[config.mk]
export PLATFORM = sky130hd
export DESIGN_NAME = mmpe_ctrl
export DESIGN_NICKNAME = d
export VERILOG_FILES = /design/src/hdl/mmpe_pkg.sv /design/src/hdl/mmpe_ctrl.sv
export SDC_FILE = /design/constraint.sdc
export NUM_CORES = 1
export LEC_CHECK = 0
export BUFFER_PORTS_ARGS = -buffer_cell sky130_fd_sc_hd__buf_4
export CORE_AREA = 2 2 39 41
export DETAILED_ROUTE_END_ITERATION = 10
export DIE_AREA = 0 0 41 43
export PLACE_DENSITY = 0.66
export SETUP_SLACK_MARGIN = 0.1
export SLEW_MARGIN = 20
export SYNTH_ARGS = -nofsm -noshare
export SYNTH_HDL_FRONTEND = slang
export SYNTH_SLANG_ARGS = --single-unit
export TNS_END_PERCENT = 100
[constraint.sdc]
create_clock -name clock -period 2.43 [get_ports clock]
set_input_delay 0 -clock clock [delete_from_list [all_inputs] [get_ports clock]]
set_output_delay 0 -clock clock [all_outputs]
set_load 0.005 [all_outputs]
[src/hdl/mmpe_pkg.sv]
// ----------------------------------------------------------------------------
// mmpe_pkg
// Shared types, constants and the power table for the matrix power engine.
// ----------------------------------------------------------------------------
package mmpe_pkg;

   localparam int DIM        = 4;
   localparam int COL_W      = 2;
   localparam int EXPONENT_W = 31;
   localparam int ENTRY_W    = 30;
   localparam int ROM_DEPTH  = 31;
   localparam int ROM_IDX_W  = 5;
   localparam int PROD_W     = 2 * ENTRY_W;
   localparam int RED_W      = 32;

   localparam logic [ENTRY_W-1:0] PRIME = 30'd998244353;

   // Barrett factor floor(2^60 / P), 31 bits wide
   localparam logic [63:0] MU_WIDE    = (64'd1 << 60) / 64'(PRIME);
   localparam logic [30:0] BARRETT_MU = MU_WIDE[30:0];

   typedef logic [ENTRY_W-1:0] elem_type;
   typedef elem_type [DIM-1:0][DIM-1:0] mat_type;
   typedef mat_type [ROM_DEPTH-1:0] rom_type;
   typedef elem_type [DIM-1:0] vec_type;

   localparam logic [1:0] BASE_ENTRY [DIM][DIM] = '{
      '{2'd1, 2'd1, 2'd0, 2'd0},
      '{2'd1, 2'd2, 2'd0, 2'd1},
      '{2'd1, 2'd2, 2'd1, 2'd2},
      '{2'd0, 2'd0, 2'd1, 2'd1}
   };

   // Repeated squaring of the base matrix, reduced modulo the prime
   function automatic rom_type build_power_rom();
      rom_type     rom;
      logic [63:0] acc;
      rom = '0;
      for (int r = 0; r < DIM; r++) begin
         for (int c = 0; c < DIM; c++) begin
            rom[0][r][c] = elem_type'(BASE_ENTRY[r][c]);
         end
      end
      for (int i = 1; i < ROM_DEPTH; i++) begin
         for (int r = 0; r < DIM; r++) begin
            for (int c = 0; c < DIM; c++) begin
               acc = 64'd0;
               for (int k = 0; k < DIM; k++) begin
                  acc = (acc + 64'(rom[i-1][r][k]) * 64'(rom[i-1][k][c])) % 64'(PRIME);
               end
               rom[i][r][c] = elem_type'(acc);
            end
         end
      end
      return rom;
   endfunction

   localparam rom_type POWER_ROM = build_power_rom();

   typedef enum logic [4:0] {
      ST_IDLE   = 5'b00001,
      ST_SCAN   = 5'b00010,
      ST_ISSUE  = 5'b00100,
      ST_DRAIN  = 5'b01000,
      ST_FINISH = 5'b10000
   } state_type;

   typedef struct packed {
      logic load;
      logic step_bit;
      logic issue;
      logic commit;
      logic load_out;
   } cmd_type;

   typedef struct packed {
      logic bit_set;
      logic last_bit;
      logic last_col;
      logic pipe_busy;
   } status_type;

endpackage

[src/hdl/mmpe_ctrl.sv]
// ----------------------------------------------------------------------------
// mmpe_ctrl
// Sequencer: scan exponent bits, issue columns, drain, commit, deliver.
// ----------------------------------------------------------------------------
module mmpe_ctrl (
   input  logic                 clock,
   input  logic                 reset,
   input  logic                 req_valid,
   output logic                 req_ready,
   output logic                 rsp_valid,
   input  logic                 rsp_ready,
   input  mmpe_pkg::status_type status,
   output mmpe_pkg::cmd_type    cmd
);

   mmpe_pkg::state_type state_ff;
   mmpe_pkg::state_type state_in;
   logic                rsp_valid_ff;
   logic                rsp_valid_in;
   logic                out_free;

   assign out_free  = !rsp_valid_ff || rsp_ready;
   assign req_ready = (state_ff == mmpe_pkg::ST_IDLE);

   always_comb begin
      state_in = state_ff;
      cmd      = '0;
      case (state_ff)
         mmpe_pkg::ST_IDLE: begin
            if (req_valid) begin
               cmd.load = 1'b1;
               state_in = mmpe_pkg::ST_SCAN;
            end
         end
         mmpe_pkg::ST_SCAN: begin
            if (status.bit_set) begin
               state_in = mmpe_pkg::ST_ISSUE;
            end else if (status.last_bit) begin
               state_in = mmpe_pkg::ST_FINISH;
            end else begin
               cmd.step_bit = 1'b1;
            end
         end
         mmpe_pkg::ST_ISSUE: begin
            cmd.issue = 1'b1;
            if (status.last_col) begin
               state_in = mmpe_pkg::ST_DRAIN;
            end
         end
         mmpe_pkg::ST_DRAIN: begin
            if (!status.pipe_busy) begin
               cmd.commit = 1'b1;
               if (status.last_bit) begin
                  state_in = mmpe_pkg::ST_FINISH;
               end else begin
                  cmd.step_bit = 1'b1;
                  state_in     = mmpe_pkg::ST_SCAN;
               end
            end
         end
         mmpe_pkg::ST_FINISH: begin
            if (out_free) begin
               cmd.load_out = 1'b1;
               state_in     = mmpe_pkg::ST_IDLE;
            end
         end
         default: begin
            state_in = mmpe_pkg::ST_IDLE;
         end
      endcase
   end

   always_comb begin
      rsp_valid_in = rsp_valid_ff;
      if (rsp_valid_ff && rsp_ready) begin
         rsp_valid_in = 1'b0;
      end
      if (cmd.load_out) begin
         rsp_valid_in = 1'b1;
      end
   end

   always_ff @(posedge clock) begin
      if (reset) begin
         state_ff     <= mmpe_pkg::ST_IDLE;
         rsp_valid_ff <= 1'b0;
      end else begin
         state_ff     <= state_in;
         rsp_valid_ff <= rsp_valid_in;
      end
   end

   assign rsp_valid = rsp_valid_ff;

endmodule

# Word-level counts from Yosys, hierarchy flattened
# Cells that the tools add are included.
# op_classes
mux	21
n_reduce_logical	5
eq_ne	10
# op_table
op	count
2-to-1 mux 5 bit	7
case mux 5 bit (5 select lines)	1
2-to-1 mux 1 bit	12
inequality test 2 bit (second input constant)	4
== test 5 x 1 -> 1 bit (second input constant)	1
== test 5 x 2 -> 1 bit (second input constant)	1
== test 5 x 3 -> 1 bit (second input constant)	1
== test 5 x 4 -> 1 bit (second input constant)	1
== test 5 bit (second input constant)	1
AND reduction 5 bit	1
inequality test 3 bit (second input constant)	1
case mux 1 bit (2 select lines)	1
nonzero test 2 bit	1
logical AND 1 bit	1
zero test 1 bit	1
logical OR 1 bit	1
# totals
in_bits	8
elab_cells	38
regBits	6
output_inout_bits	7

# Depth between registers and ports, before layout
# Gate-level depths: netlist of the first run.
# logic_depth
word_depth	5
ltp_mapped	5
ltp_nobuf	4

# Worst setup path before layout of the first run
# No wires, ideal clock.
# synth_path
path_type	reg2reg
start	reg state_ff[1]
end	reg state_ff[3]
t_required_ps	2309
path_slack_ps	649
arrival_time_ps	1660
path_stages_with_launch	5
n_path_buf	0
cell_sequence	dfxtp_1 > or4b_4 > or3_4 > o311ai_4 > mux2_4
# synth_between
elab_chain_len	3
elab_cells_between_ends	12
cone_classes	eq/ne: 10; mux: 1; reduce/logical: 1
# synth_lines
item	line_no	rtl
from (decl)	mmpe_ctrl.sv:16	mmpe_pkg::state_type state_ff;
from (signal assigned)	mmpe_ctrl.sv:85	state_ff <= mmpe_pkg::ST_IDLE;
from (signal assigned)	mmpe_ctrl.sv:88	state_ff <= state_in;
== test 5 x 2 -> 1 bit, or another cell as far along	mmpe_ctrl.sv:28	case (state_ff)
inequality test 3 bit (no source line) or inequality test 2 bit (tied branches)	n/a	
AND reduction 5 bit (no source line)	n/a	
# Several ways; a longest one is shown, not always the timed one.
# A chain may end at the register's enable or synchronous reset.

==> results of run 1 <==
-- kinds of logic (layout without fill, tap and decap cells) --
kind of cell / count (synthesis) / count (layout) / share of synthesized area (%)
mux: 2 / 2 / 5.713
flops: 6 / 6 / 27.43
simple gates: 27 / 27 / 38.86
buf+inv: 5 / 20 / 5.428
compound gates: 11 / 11 / 22.57
-- routing by layer --
| metal | up-vias | share of wire, % | track usage, % |
|---|---|---|---|
| li1 | 222 | - | - |
| met1 | 186 | 48 | 18.65 |
| met2 | 12 | 46 | 18.44 |
| met3 | 0 | 6.6 | 7.853 |
| met4 | 0 | 0 | 2.000 |
| met5 | - | 0 | 0 |
-- through the flow --
stage	setup WS [ns]	hold slack, ns	instance area [sq um]	power [mW]	util, %
finish	0.5253	0.08024	579.3	0.4302	41.86
global route	0.4632	0.09965	579.3	0.4636	41.86
global placement	0.6164	0.2377	546.8	0.3393	39.51
CTS	0.5313	0.08304	579.3	0.4361	41.86
detailed placement	0.5762	0.2316	546.8	0.3406	39.51
floorplan	0.6490	0.03110	437.9	0.2776	-
-- Yosys cell counts (2+ instances only) --
library cell	count
dfxtp_1	6
inv_1	2
nand2b_1	3
nand3_1	2
nor2_1	7
nor2b_1	2
nor3_1	3
or3_1	2
-- how the worst max path moves through the flow --
stage                        endpoint   startpoint  depth (start not counted)  slack (ns)
after floorplan           state_ff[3]  state_ff[1]                          4        0.65
after global placement    state_ff[3]  state_ff[3]                          4        0.62
after detailed placement  state_ff[3]  state_ff[1]                          4        0.58
after CTS                      cmd[3]  state_ff[4]                          4        0.53
after global routing           cmd[3]  state_ff[4]                          4        0.46
final                          cmd[3]  state_ff[4]                          4        0.53
-- worst min-delay path: stages --
cell and delay, ns:
buf_4 0.09, a31oi_1 0.07, nor3_1 0.11
-- state kept, by name, summed over array words and instances (netlist names) --
signal	flops
state_ff	5
rsp_valid	1
-- power by group --
part           leakage (nW)  internal [mW]  switching [mW]
combinational         0.175          0.115          0.0906
clock                0.0138         0.0557          0.0341
sequential           0.0489          0.113          0.0218
-- cell type report --
| class | count | area [sq um] |
|---|---|---|
| Multi-Input combinational cell | 40 | 294.0 |
| Clock buffer | 3 | 22.52 |
| Sequential cell | 6 | 120.1 |
| Tap cell | 16 | 20.02 |
| Inverter | 2 | 7.507 |
| Fill cell | 149 | 804.5 |
| Timing Repair Buffer | 15 | 115.1 |
-- timing repair --
action / in CTS / in global routing
setup endpoints to repair: 0 / 0
hold endpoints to repair: 3 / 0
hold buffers: 1 / 0
==> metrics.txt, run 1 <==
crit share post-route approximately four fifths; Post-Syn Instances 51; post-DP HPWL just under 800 microns; Synth Warn # 0; Tmin final approximately 1.9 ns; register bit total from synthesis 6; most frequent cells in the layout buf_4 (14), nor2_1 (7), dfxtp_1 (6); critical path class reg2out; crit-path cells or3_1 > or4_1 > o31ai_1 > buf_4; VDD IR max 0.3053 mV; Syn Nets 59; drt wl/cell around 13 microns; first-pass GRT wire length 1.628 mm; Antenna diodes 0; antenna-violating nets left 0; Die W ~41 microns; Seq/Total Area, Yosys between 20% and 30%; HP Class in2reg; R2R Path End state_ff[3]; initial core utilization between 30% and 40%; drt drc 0; core area approximately 1400 sq um; # H-tree levels 1; Reg-to-Reg Start state_ff[1]; post-CTS sizing 0; 1st-pass router iterations 4; Rows 14; CTS tree done; Post-Route WL between 1 and 1.5 mm; Starting DRT DRC Count 4; Setup TNS 0 ns; Hold Path End state_ff[2]; Num CTS Buffers 3; clock root buffer clkbuf_4; share of cells above drive strength 1 34.85%; GRT Util Overall between 10% and 20%; crit path buf inv count 1; vias in the first global route around 380; PwrDens approximately 740 nW/um^2; Slew headroom slightly below 80%; Critical Path AT 1.90 ns; Reg2Reg Depth 4; HP Start status[3]; Worst Hold Depth 3; fmax between 500 and 600 MHz; actual slew at the worst max-slew pin between 0.3 and 0.4 ns; Area Growth Syn to Fin 32.29%; Worst Skew just over 0.0007 ns; Max Cap Viol 0; CP Capture Type primary output; Pins Over Slew Limit 0; die height around 43 microns; largest net degree at the start of global routing 12; grt ovf 0; setup repair after global routing missed its margin no; Post-CTS Setup Inserts 0; CP max-delay cell or4_1; via count 420; Reg2Reg Setup Slack 0.58 ns; async set-or-reset flop fraction in the synthesized netlist 0%; cell count after placement 78; clock sinks 6; Cell variety after synth 32; Slowest Stage Delay on Critical Path 0.54 ns; I/O pins 15; critical path's top delay family simple AND/OR/NAND/NOR gates; port bufs 14; Routability Congestion 0.8142; startpoint type of the worst setup path flip-flop; crit-path max FO 9; fin cells just over 80; initial antenna violation count 0; DIE AREA around 1800 sq um; leakage approximately 0.24 nW; Final Hold Viols 0; top post-synthesis cells by area dfxtp_1 (27%), nor2_1 (6.0%), o311ai_4 (6.0%); Syn Std Cell Area 437.9 sq um; Vias per Instance slightly above 5; # nets final between 70 and 80; leading area contributor after synthesis dfxtp_1; Synth top area share a little over a quarter; Worst-path clk slew around 0.040 ns; Synth Flop Type dfxtp_1; Mean Syn Cell Area about 8.6 sq um; Bufs on Longest Clock Path 2; commonest non-fill, non-tap cell in the layout buf_4; Post-synth EDFFs 0; Setup-failing EPs final 0; worst-skew pair later-pin latency roughly 0.24 ns; worst path required time 2.43 ns; status finished, final reports clean
(Power assumes the default switching activity.)
==> run 2, diff against run 1 <==
==> constraint.sdc (replaced) <==
create_clock -name clock -period 1.8 [get_ports clock]
set_input_delay 0 -clock clock [delete_from_list [all_inputs] [get_ports clock]]
set_output_delay 0 -clock clock [all_outputs]
set_load 0.005 [all_outputs]
==> run 2 against run 1 <==
Via count increased by 13%. Wire length is 9.5% higher. Sequential share of layout area down 2.6 points. Critical path type unchanged. Largest power group unchanged.
==> metrics.txt, run 2 (same netlist as run 1, synthesis figures left out) <==
fmax approximately 570 MHz; met2 GRT Util 21.88% (+3.4 points); share of cells above drive strength 1 50.68% (+16 points); I/O pins 15 (unchanged); most frequent cells in the layout buf_4 (19), nor2_1 (6), dfxtp_1 (4); Tmin final around 1.7 ns; Total Power 0.6783 mW (+58%); CP Capture Type primary output; grt ovf 0 (unchanged); met3 Use GR 7.853% (unchanged); Setup WS pre-CTS 0.06666 ns (-0.5095 ns); Filler cells 136 (-8.7%); fin cells 89 (+8.5%); max reg flops 5 (unchanged); Worst Skew 0.001796 ns (+0.001082 ns); Critical Path AT 1.75 ns (-0.15 ns); Final Hold Viols 0 (unchanged); crit share post-route between 90 and 100%; clock sinks 6 (unchanged); setup repair after global routing missed its margin yes; Vias per Instance 5.326 (+4.0%); 1st-pass router iterations 4 (unchanged); GRT Util Overall 16.77% (+3.2 points); drt wl/cell 12.65 microns (+0.92%); PwrDens 1006 nW/um^2 (+35%); Largest Register state_ff; leakage 0.2836 nW (+19%); CTS tree done; cell count after placement 85 (+9.0%); Antenna diodes 0 (unchanged); crit-path max FO 10 (+1); worst path required time 1.80 ns (-0.63 ns); status finished, final reports clean; Setup WS post-layout 0.05398 ns (-0.4713 ns); initial antenna violation count 0 (unchanged); drt drc 0 (unchanged); Max Cap Viol 0 (unchanged); Bufs on Longest Clock Path 2 (unchanged); startpoint type of the worst setup path flip-flop; post-DP HPWL 859.3 microns (+11%); Num CTS Buffers 3 (unchanged); port bufs 14 (unchanged); Area Growth Syn to Fin 54.00%; commonest non-fill, non-tap cell in the layout buf_4; Worst-path clk slew 0.05 ns (about the same); met1 Resource Use GR 20.58% (+1.9 points); vias in the first global route 410 (+8.8%); die height 43 microns (unchanged); # H-tree levels 1 (unchanged); Pins Over Slew Limit 0 (unchanged); GR peak layer met2; critical path class reg2out; CP max-delay cell or4_4; worst-skew pair later-pin latency 0.25 ns (about the same); core area 1384 sq um (unchanged); Routability Congestion 0.7690 (-5.6%); clock root buffer clkbuf_4; via count 474 (+13%); actual slew at the worst max-slew pin 0.2711 ns (-0.04974 ns); # nets final 83 (+9.2%); Die W 41 microns (unchanged); Post-Route WL 1.126 mm (+9.5%); Slowest Stage Delay on Critical Path 0.51 ns (-0.03 ns); crit-path cells buf_6 > or3_4 > or4_4 > o31ai_4 > buf_4; first-pass GRT wire length 1.814 mm (+11%); VDD IR max 0.4072 mV (+33%); antenna-violating nets left 0 (unchanged); Setup-failing EPs final 0 (unchanged); Rows 14 (unchanged); HP Class in2reg; initial core utilization 31.65% (unchanged); largest net degree at the start of global routing 11 (-1); Slew headroom 81.68% (+3.4 points); Starting DRT DRC Count 15 (+11); DIE AREA 1763 sq um (unchanged)
-- run 2: metrics by stage --
| stage | setup TNS [ns] | hold WS [ns] | utilization (%) | cell area (sq um) |
|---|---|---|---|---|
| 6_report | 0 | 0.07792 | 48.73 | 674.4 |
| 5_1_grt | -0.001500 | 0.08044 | 48.73 | 674.4 |
| 4_1_cts | 0 | 0.06688 | 47.11 | 651.9 |
| 3_5_place_dp | 0 | 0.2314 | 43.31 | 599.3 |
| 3_3_place_gp | 0 | 0.2362 | 43.31 | 599.3 |
| 2_1_floorplan | 0 | 0.03110 | - | 437.9 |
-- run 2: cell type report --
| class | instances | area [sq um] | share of cell area [%] |
|---|---|---|---|
| timing repair buffer | 22 | 175.2 | 25.97 |
| tap | 16 | 20.02 | 2.968 |
| multi-input combinational | 40 | 326.6 | 48.42 |
| sequential | 6 | 122.6 | 18.18 |
| clock buffer | 3 | 22.52 | 3.340 |
| inverter | 2 | 7.507 | 1.113 |
-- run 2: layer usage --
metal / vias to the layer above / wire [microns]
met1: 215 / 482
met4: 0 / 40
met3: 4 / 81
li1: 234 / -
met5: - / 0
met2: 21 / 521
-- run 2: timing repair --
action / 4_1_cts / 5_1_grt
setup endpoints to repair: 3 / 5
hold buffers: 1 / 0
gates resized for setup: 6 / 4
setup buffers: 0 / 0
hold endpoints to repair: 3 / 0
pin swaps: 0 / 1
-- run 2: final timing paths --
path	depth (start not counted)	from	slack, ns	end
setup / recovery	5	state_ff[3]	0.05	cmd[3]
hold / removal	3	req_valid	0.08	state_ff[0]
setup reg to reg	4	state_ff[3]	0.06	state_ff[3]
hold reg to reg	2	rsp_valid	0.55	rsp_valid
-- run 2: worst max-delay path, delay by kind of cell (launching register included) --
family | cells | cell delay [ns]
AOI/OAI and AO/OA | 1 | 0.07
DFF | 1 | 0.32
and+or+nand+nor | 2 | 0.84
buffers and inverters | 2 | 0.26
-- run 2: report_power, final --
group          switching (mW)  internal, mW  total (mW)
Clock                  0.0549        0.0758       0.131
Sequential             0.0187         0.154       0.173
Combinational           0.156         0.218       0.374
Total                   0.230         0.448       0.678
==> run 3, diff against run 2 <==
--- a/config.mk
+++ b/config.mk
@@ -10,6 +10,7 @@
 export DETAILED_ROUTE_END_ITERATION = 10
 export DIE_AREA = 0 0 41 43
 export PLACE_DENSITY = 0.66
+export REMOVE_ABC_BUFFERS = 1
 export SETUP_SLACK_MARGIN = 0.1
 export SLEW_MARGIN = 20
 export SYNTH_ARGS = -nofsm -noshare
==> run 3 against run 2 <==
Non-clock buffer count rose by 4. Clock skew down 0.00071 ns. Sequential share of layout area decreased by 0.58 points. Power grew 2.8%. Maximum frequency fell by 1.8%. Register-to-register slack is essentially flat. Die area unchanged. Flip-flop and latch count is the same. Core utilization grew 1.1 points. First-iteration DRC count is 20% higher. Highest routed layer unchanged.
==> metrics.txt, run 3 (same netlist as run 1, synthesis figures left out) <==
Setup-failing EPs final 0 (unchanged); Reg2Reg Depth 4 (unchanged); max reg flops 5 (unchanged); Critical Path AT 1.78 ns (+0.03 ns); Placement Cell Area 606.8 sq um (+1.3%); actual slew at the worst max-slew pin 0.2675 ns (-0.003683 ns); Bufs on Longest Clock Path 2 (unchanged); die height 43 microns (unchanged); # nets final 87 (+4.8%); clock sinks 6 (unchanged); Worst Skew 0.001087 ns (-0.0007096 ns); crit-path cells buf_6 > or3_4 > or4_4 > o31ai_4 > buf_4; Rows 14 (unchanged); Final Hold Viols 0 (unchanged); CP Capture Type primary output; Slowest Stage Delay on Critical Path 0.54 ns (+0.03 ns); DIE AREA 1763 sq um (unchanged); core area 1384 sq um (unchanged); grt ovf 0 (unchanged); CP max-delay cell or4_4; PwrDens 1011 nW/um^2 (+0.54%); Final Cell Area 689.4 sq um (+2.2%); Largest Register state_ff; via count 524 (+11%); HP Start req_valid; leakage 0.3001 nW (+5.8%); Num CTS Buffers 3 (unchanged); VDD IR max 0.2851 mV (-30%); R2R Path End state_ff[3]; Starting DRT DRC Count 18 (+3); setup repair after global routing missed its margin yes; first-pass GRT wire length 2.118 mm (+17%); antenna-violating nets left 0 (unchanged); clock root buffer clkbuf_4; initial antenna violation count 0 (unchanged); Reg-to-Reg Start state_ff[1]; # H-tree levels 1 (unchanged); GRT Util Overall 17.81% (+1.0 points); startpoint type of the worst setup path flip-flop; fmax 562.4 MHz (-1.8%); Area Growth Syn to Fin 57.43%; Post-Route WL 1.348 mm (+20%); vias in the first global route 488 (+19%); commonest non-fill, non-tap cell in the layout buf_4; Vias per Instance 5.634 (+5.8%); Max Cap Viol 0 (unchanged); utilization after layout 49.82% (+1.1 points); Hold Path End state_ff[0]; Setup WS post-layout 0.02177 ns (-0.03221 ns); post-DP HPWL 888.8 microns (+3.4%); Reg2Reg Setup Slack 0.06 ns (about the same); port bufs 14 (unchanged); Antenna diodes 0 (unchanged); critical path's top delay family simple AND/OR/NAND/NOR gates; most frequent cells in the layout buf_4 (24), nor2_1 (7), dfxtp_1 (5); initial core utilization 31.65% (unchanged); critical path class reg2out; I/O pins 15 (unchanged); share of cells above drive strength 1 49.35% (-1.3 points); Routability Congestion 0.7568 (-1.6%); Worst-path clk slew 0.04 ns (about the same); Slew headroom 81.93% (+0.25 points); 1st-pass router iterations 4 (unchanged); crit path buf inv count 2 (unchanged); Die W 41 microns (unchanged); drt wl/cell 14.49 microns (+15%); Pins Over Slew Limit 0 (unchanged); crit share post-route 98.79% (+1.8 points); Worst Hold Depth 3 (unchanged); crit-path max FO 3 (-7); Filler cells 131 (-3.7%); worst path required time 1.80 ns (about the same); largest net degree at the start of global routing 9 (-2); HP Class in2reg; Tmin final 1.778 ns (+0.03221 ns); status finished, final reports clean; CTS tree done; Setup WS pre-CTS 0.05748 ns (-0.009178 ns); drt drc 0 (unchanged); worst hold slack 0.1072 ns (+0.02928 ns); worst-skew pair later-pin latency 0.24 ns (about the same)
-- run 3: tightest hold or removal path, stage by stage --
cell,delay (ns)
buf_4,0.08
or3_4,0.13
o211ai_1,0.08
-- run 3: power breakdown --
group / internal, mW / total, mW / switching [mW]
sequential: 0.152 / 0.165 / 0.0127
combinational: 0.233 / 0.411 / 0.178
clock: 0.0753 / 0.121 / 0.0461
total: 0.461 / 0.697 / 0.236
-- run 3: layout make-up --
type,count,area [sq um],share of cell area [%]
Timing Repair Buffer,26,201.4,29.22
Inverter,2,7.507,1.089
Multi-Input combinational cell,40,316.6,45.92
Tap cell,16,20.02,2.904
Sequential cell,6,121.4,17.60
Clock buffer,3,22.52,3.267
-- run 3: worst max-delay path by stage --
stage | startpoint | endpoint | slack, ns | cells after the start
floorplan | state_ff[1] | state_ff[3] | 0.02 | 4
global placement | state_ff[1] | state_ff[3] | 0.09 | 4
detailed placement | state_ff[1] | state_ff[3] | 0.06 | 4
CTS | state_ff[3] | cmd[3] | 0.03 | 5
global route | state_ff[3] | cmd[3] | -0.002 | 5
finish | state_ff[3] | cmd[3] | 0.02 | 5
-- run 3: metal layers --
layer	track usage [%]	routed length [microns]	vias to the layer above
met4	9.333	23	0
met1	22.01	571	257
met5	0	0	-
met2	27.81	705	20
li1	-	-	245
met3	3.141	47	2
-- run 3: timing repair --
item                       in CTS  in global routing
hold buffers                    1                  0
setup endpoints to repair       2                  3
resized for setup               4                  2
setup buffers                   1                  2
hold endpoints to repair        3                  0
pin swaps                       1                  2
-- run 3: through the flow --
stage	total power, mW	TNS (ns)	cells
floorplan	0.3743	0	48
finish	0.6971	0	93
detailed placement	0.5225	0	86
global placement	0.5187	0	86
global route	0.7396	-0.002473	93
CTS	0.6759	0	91
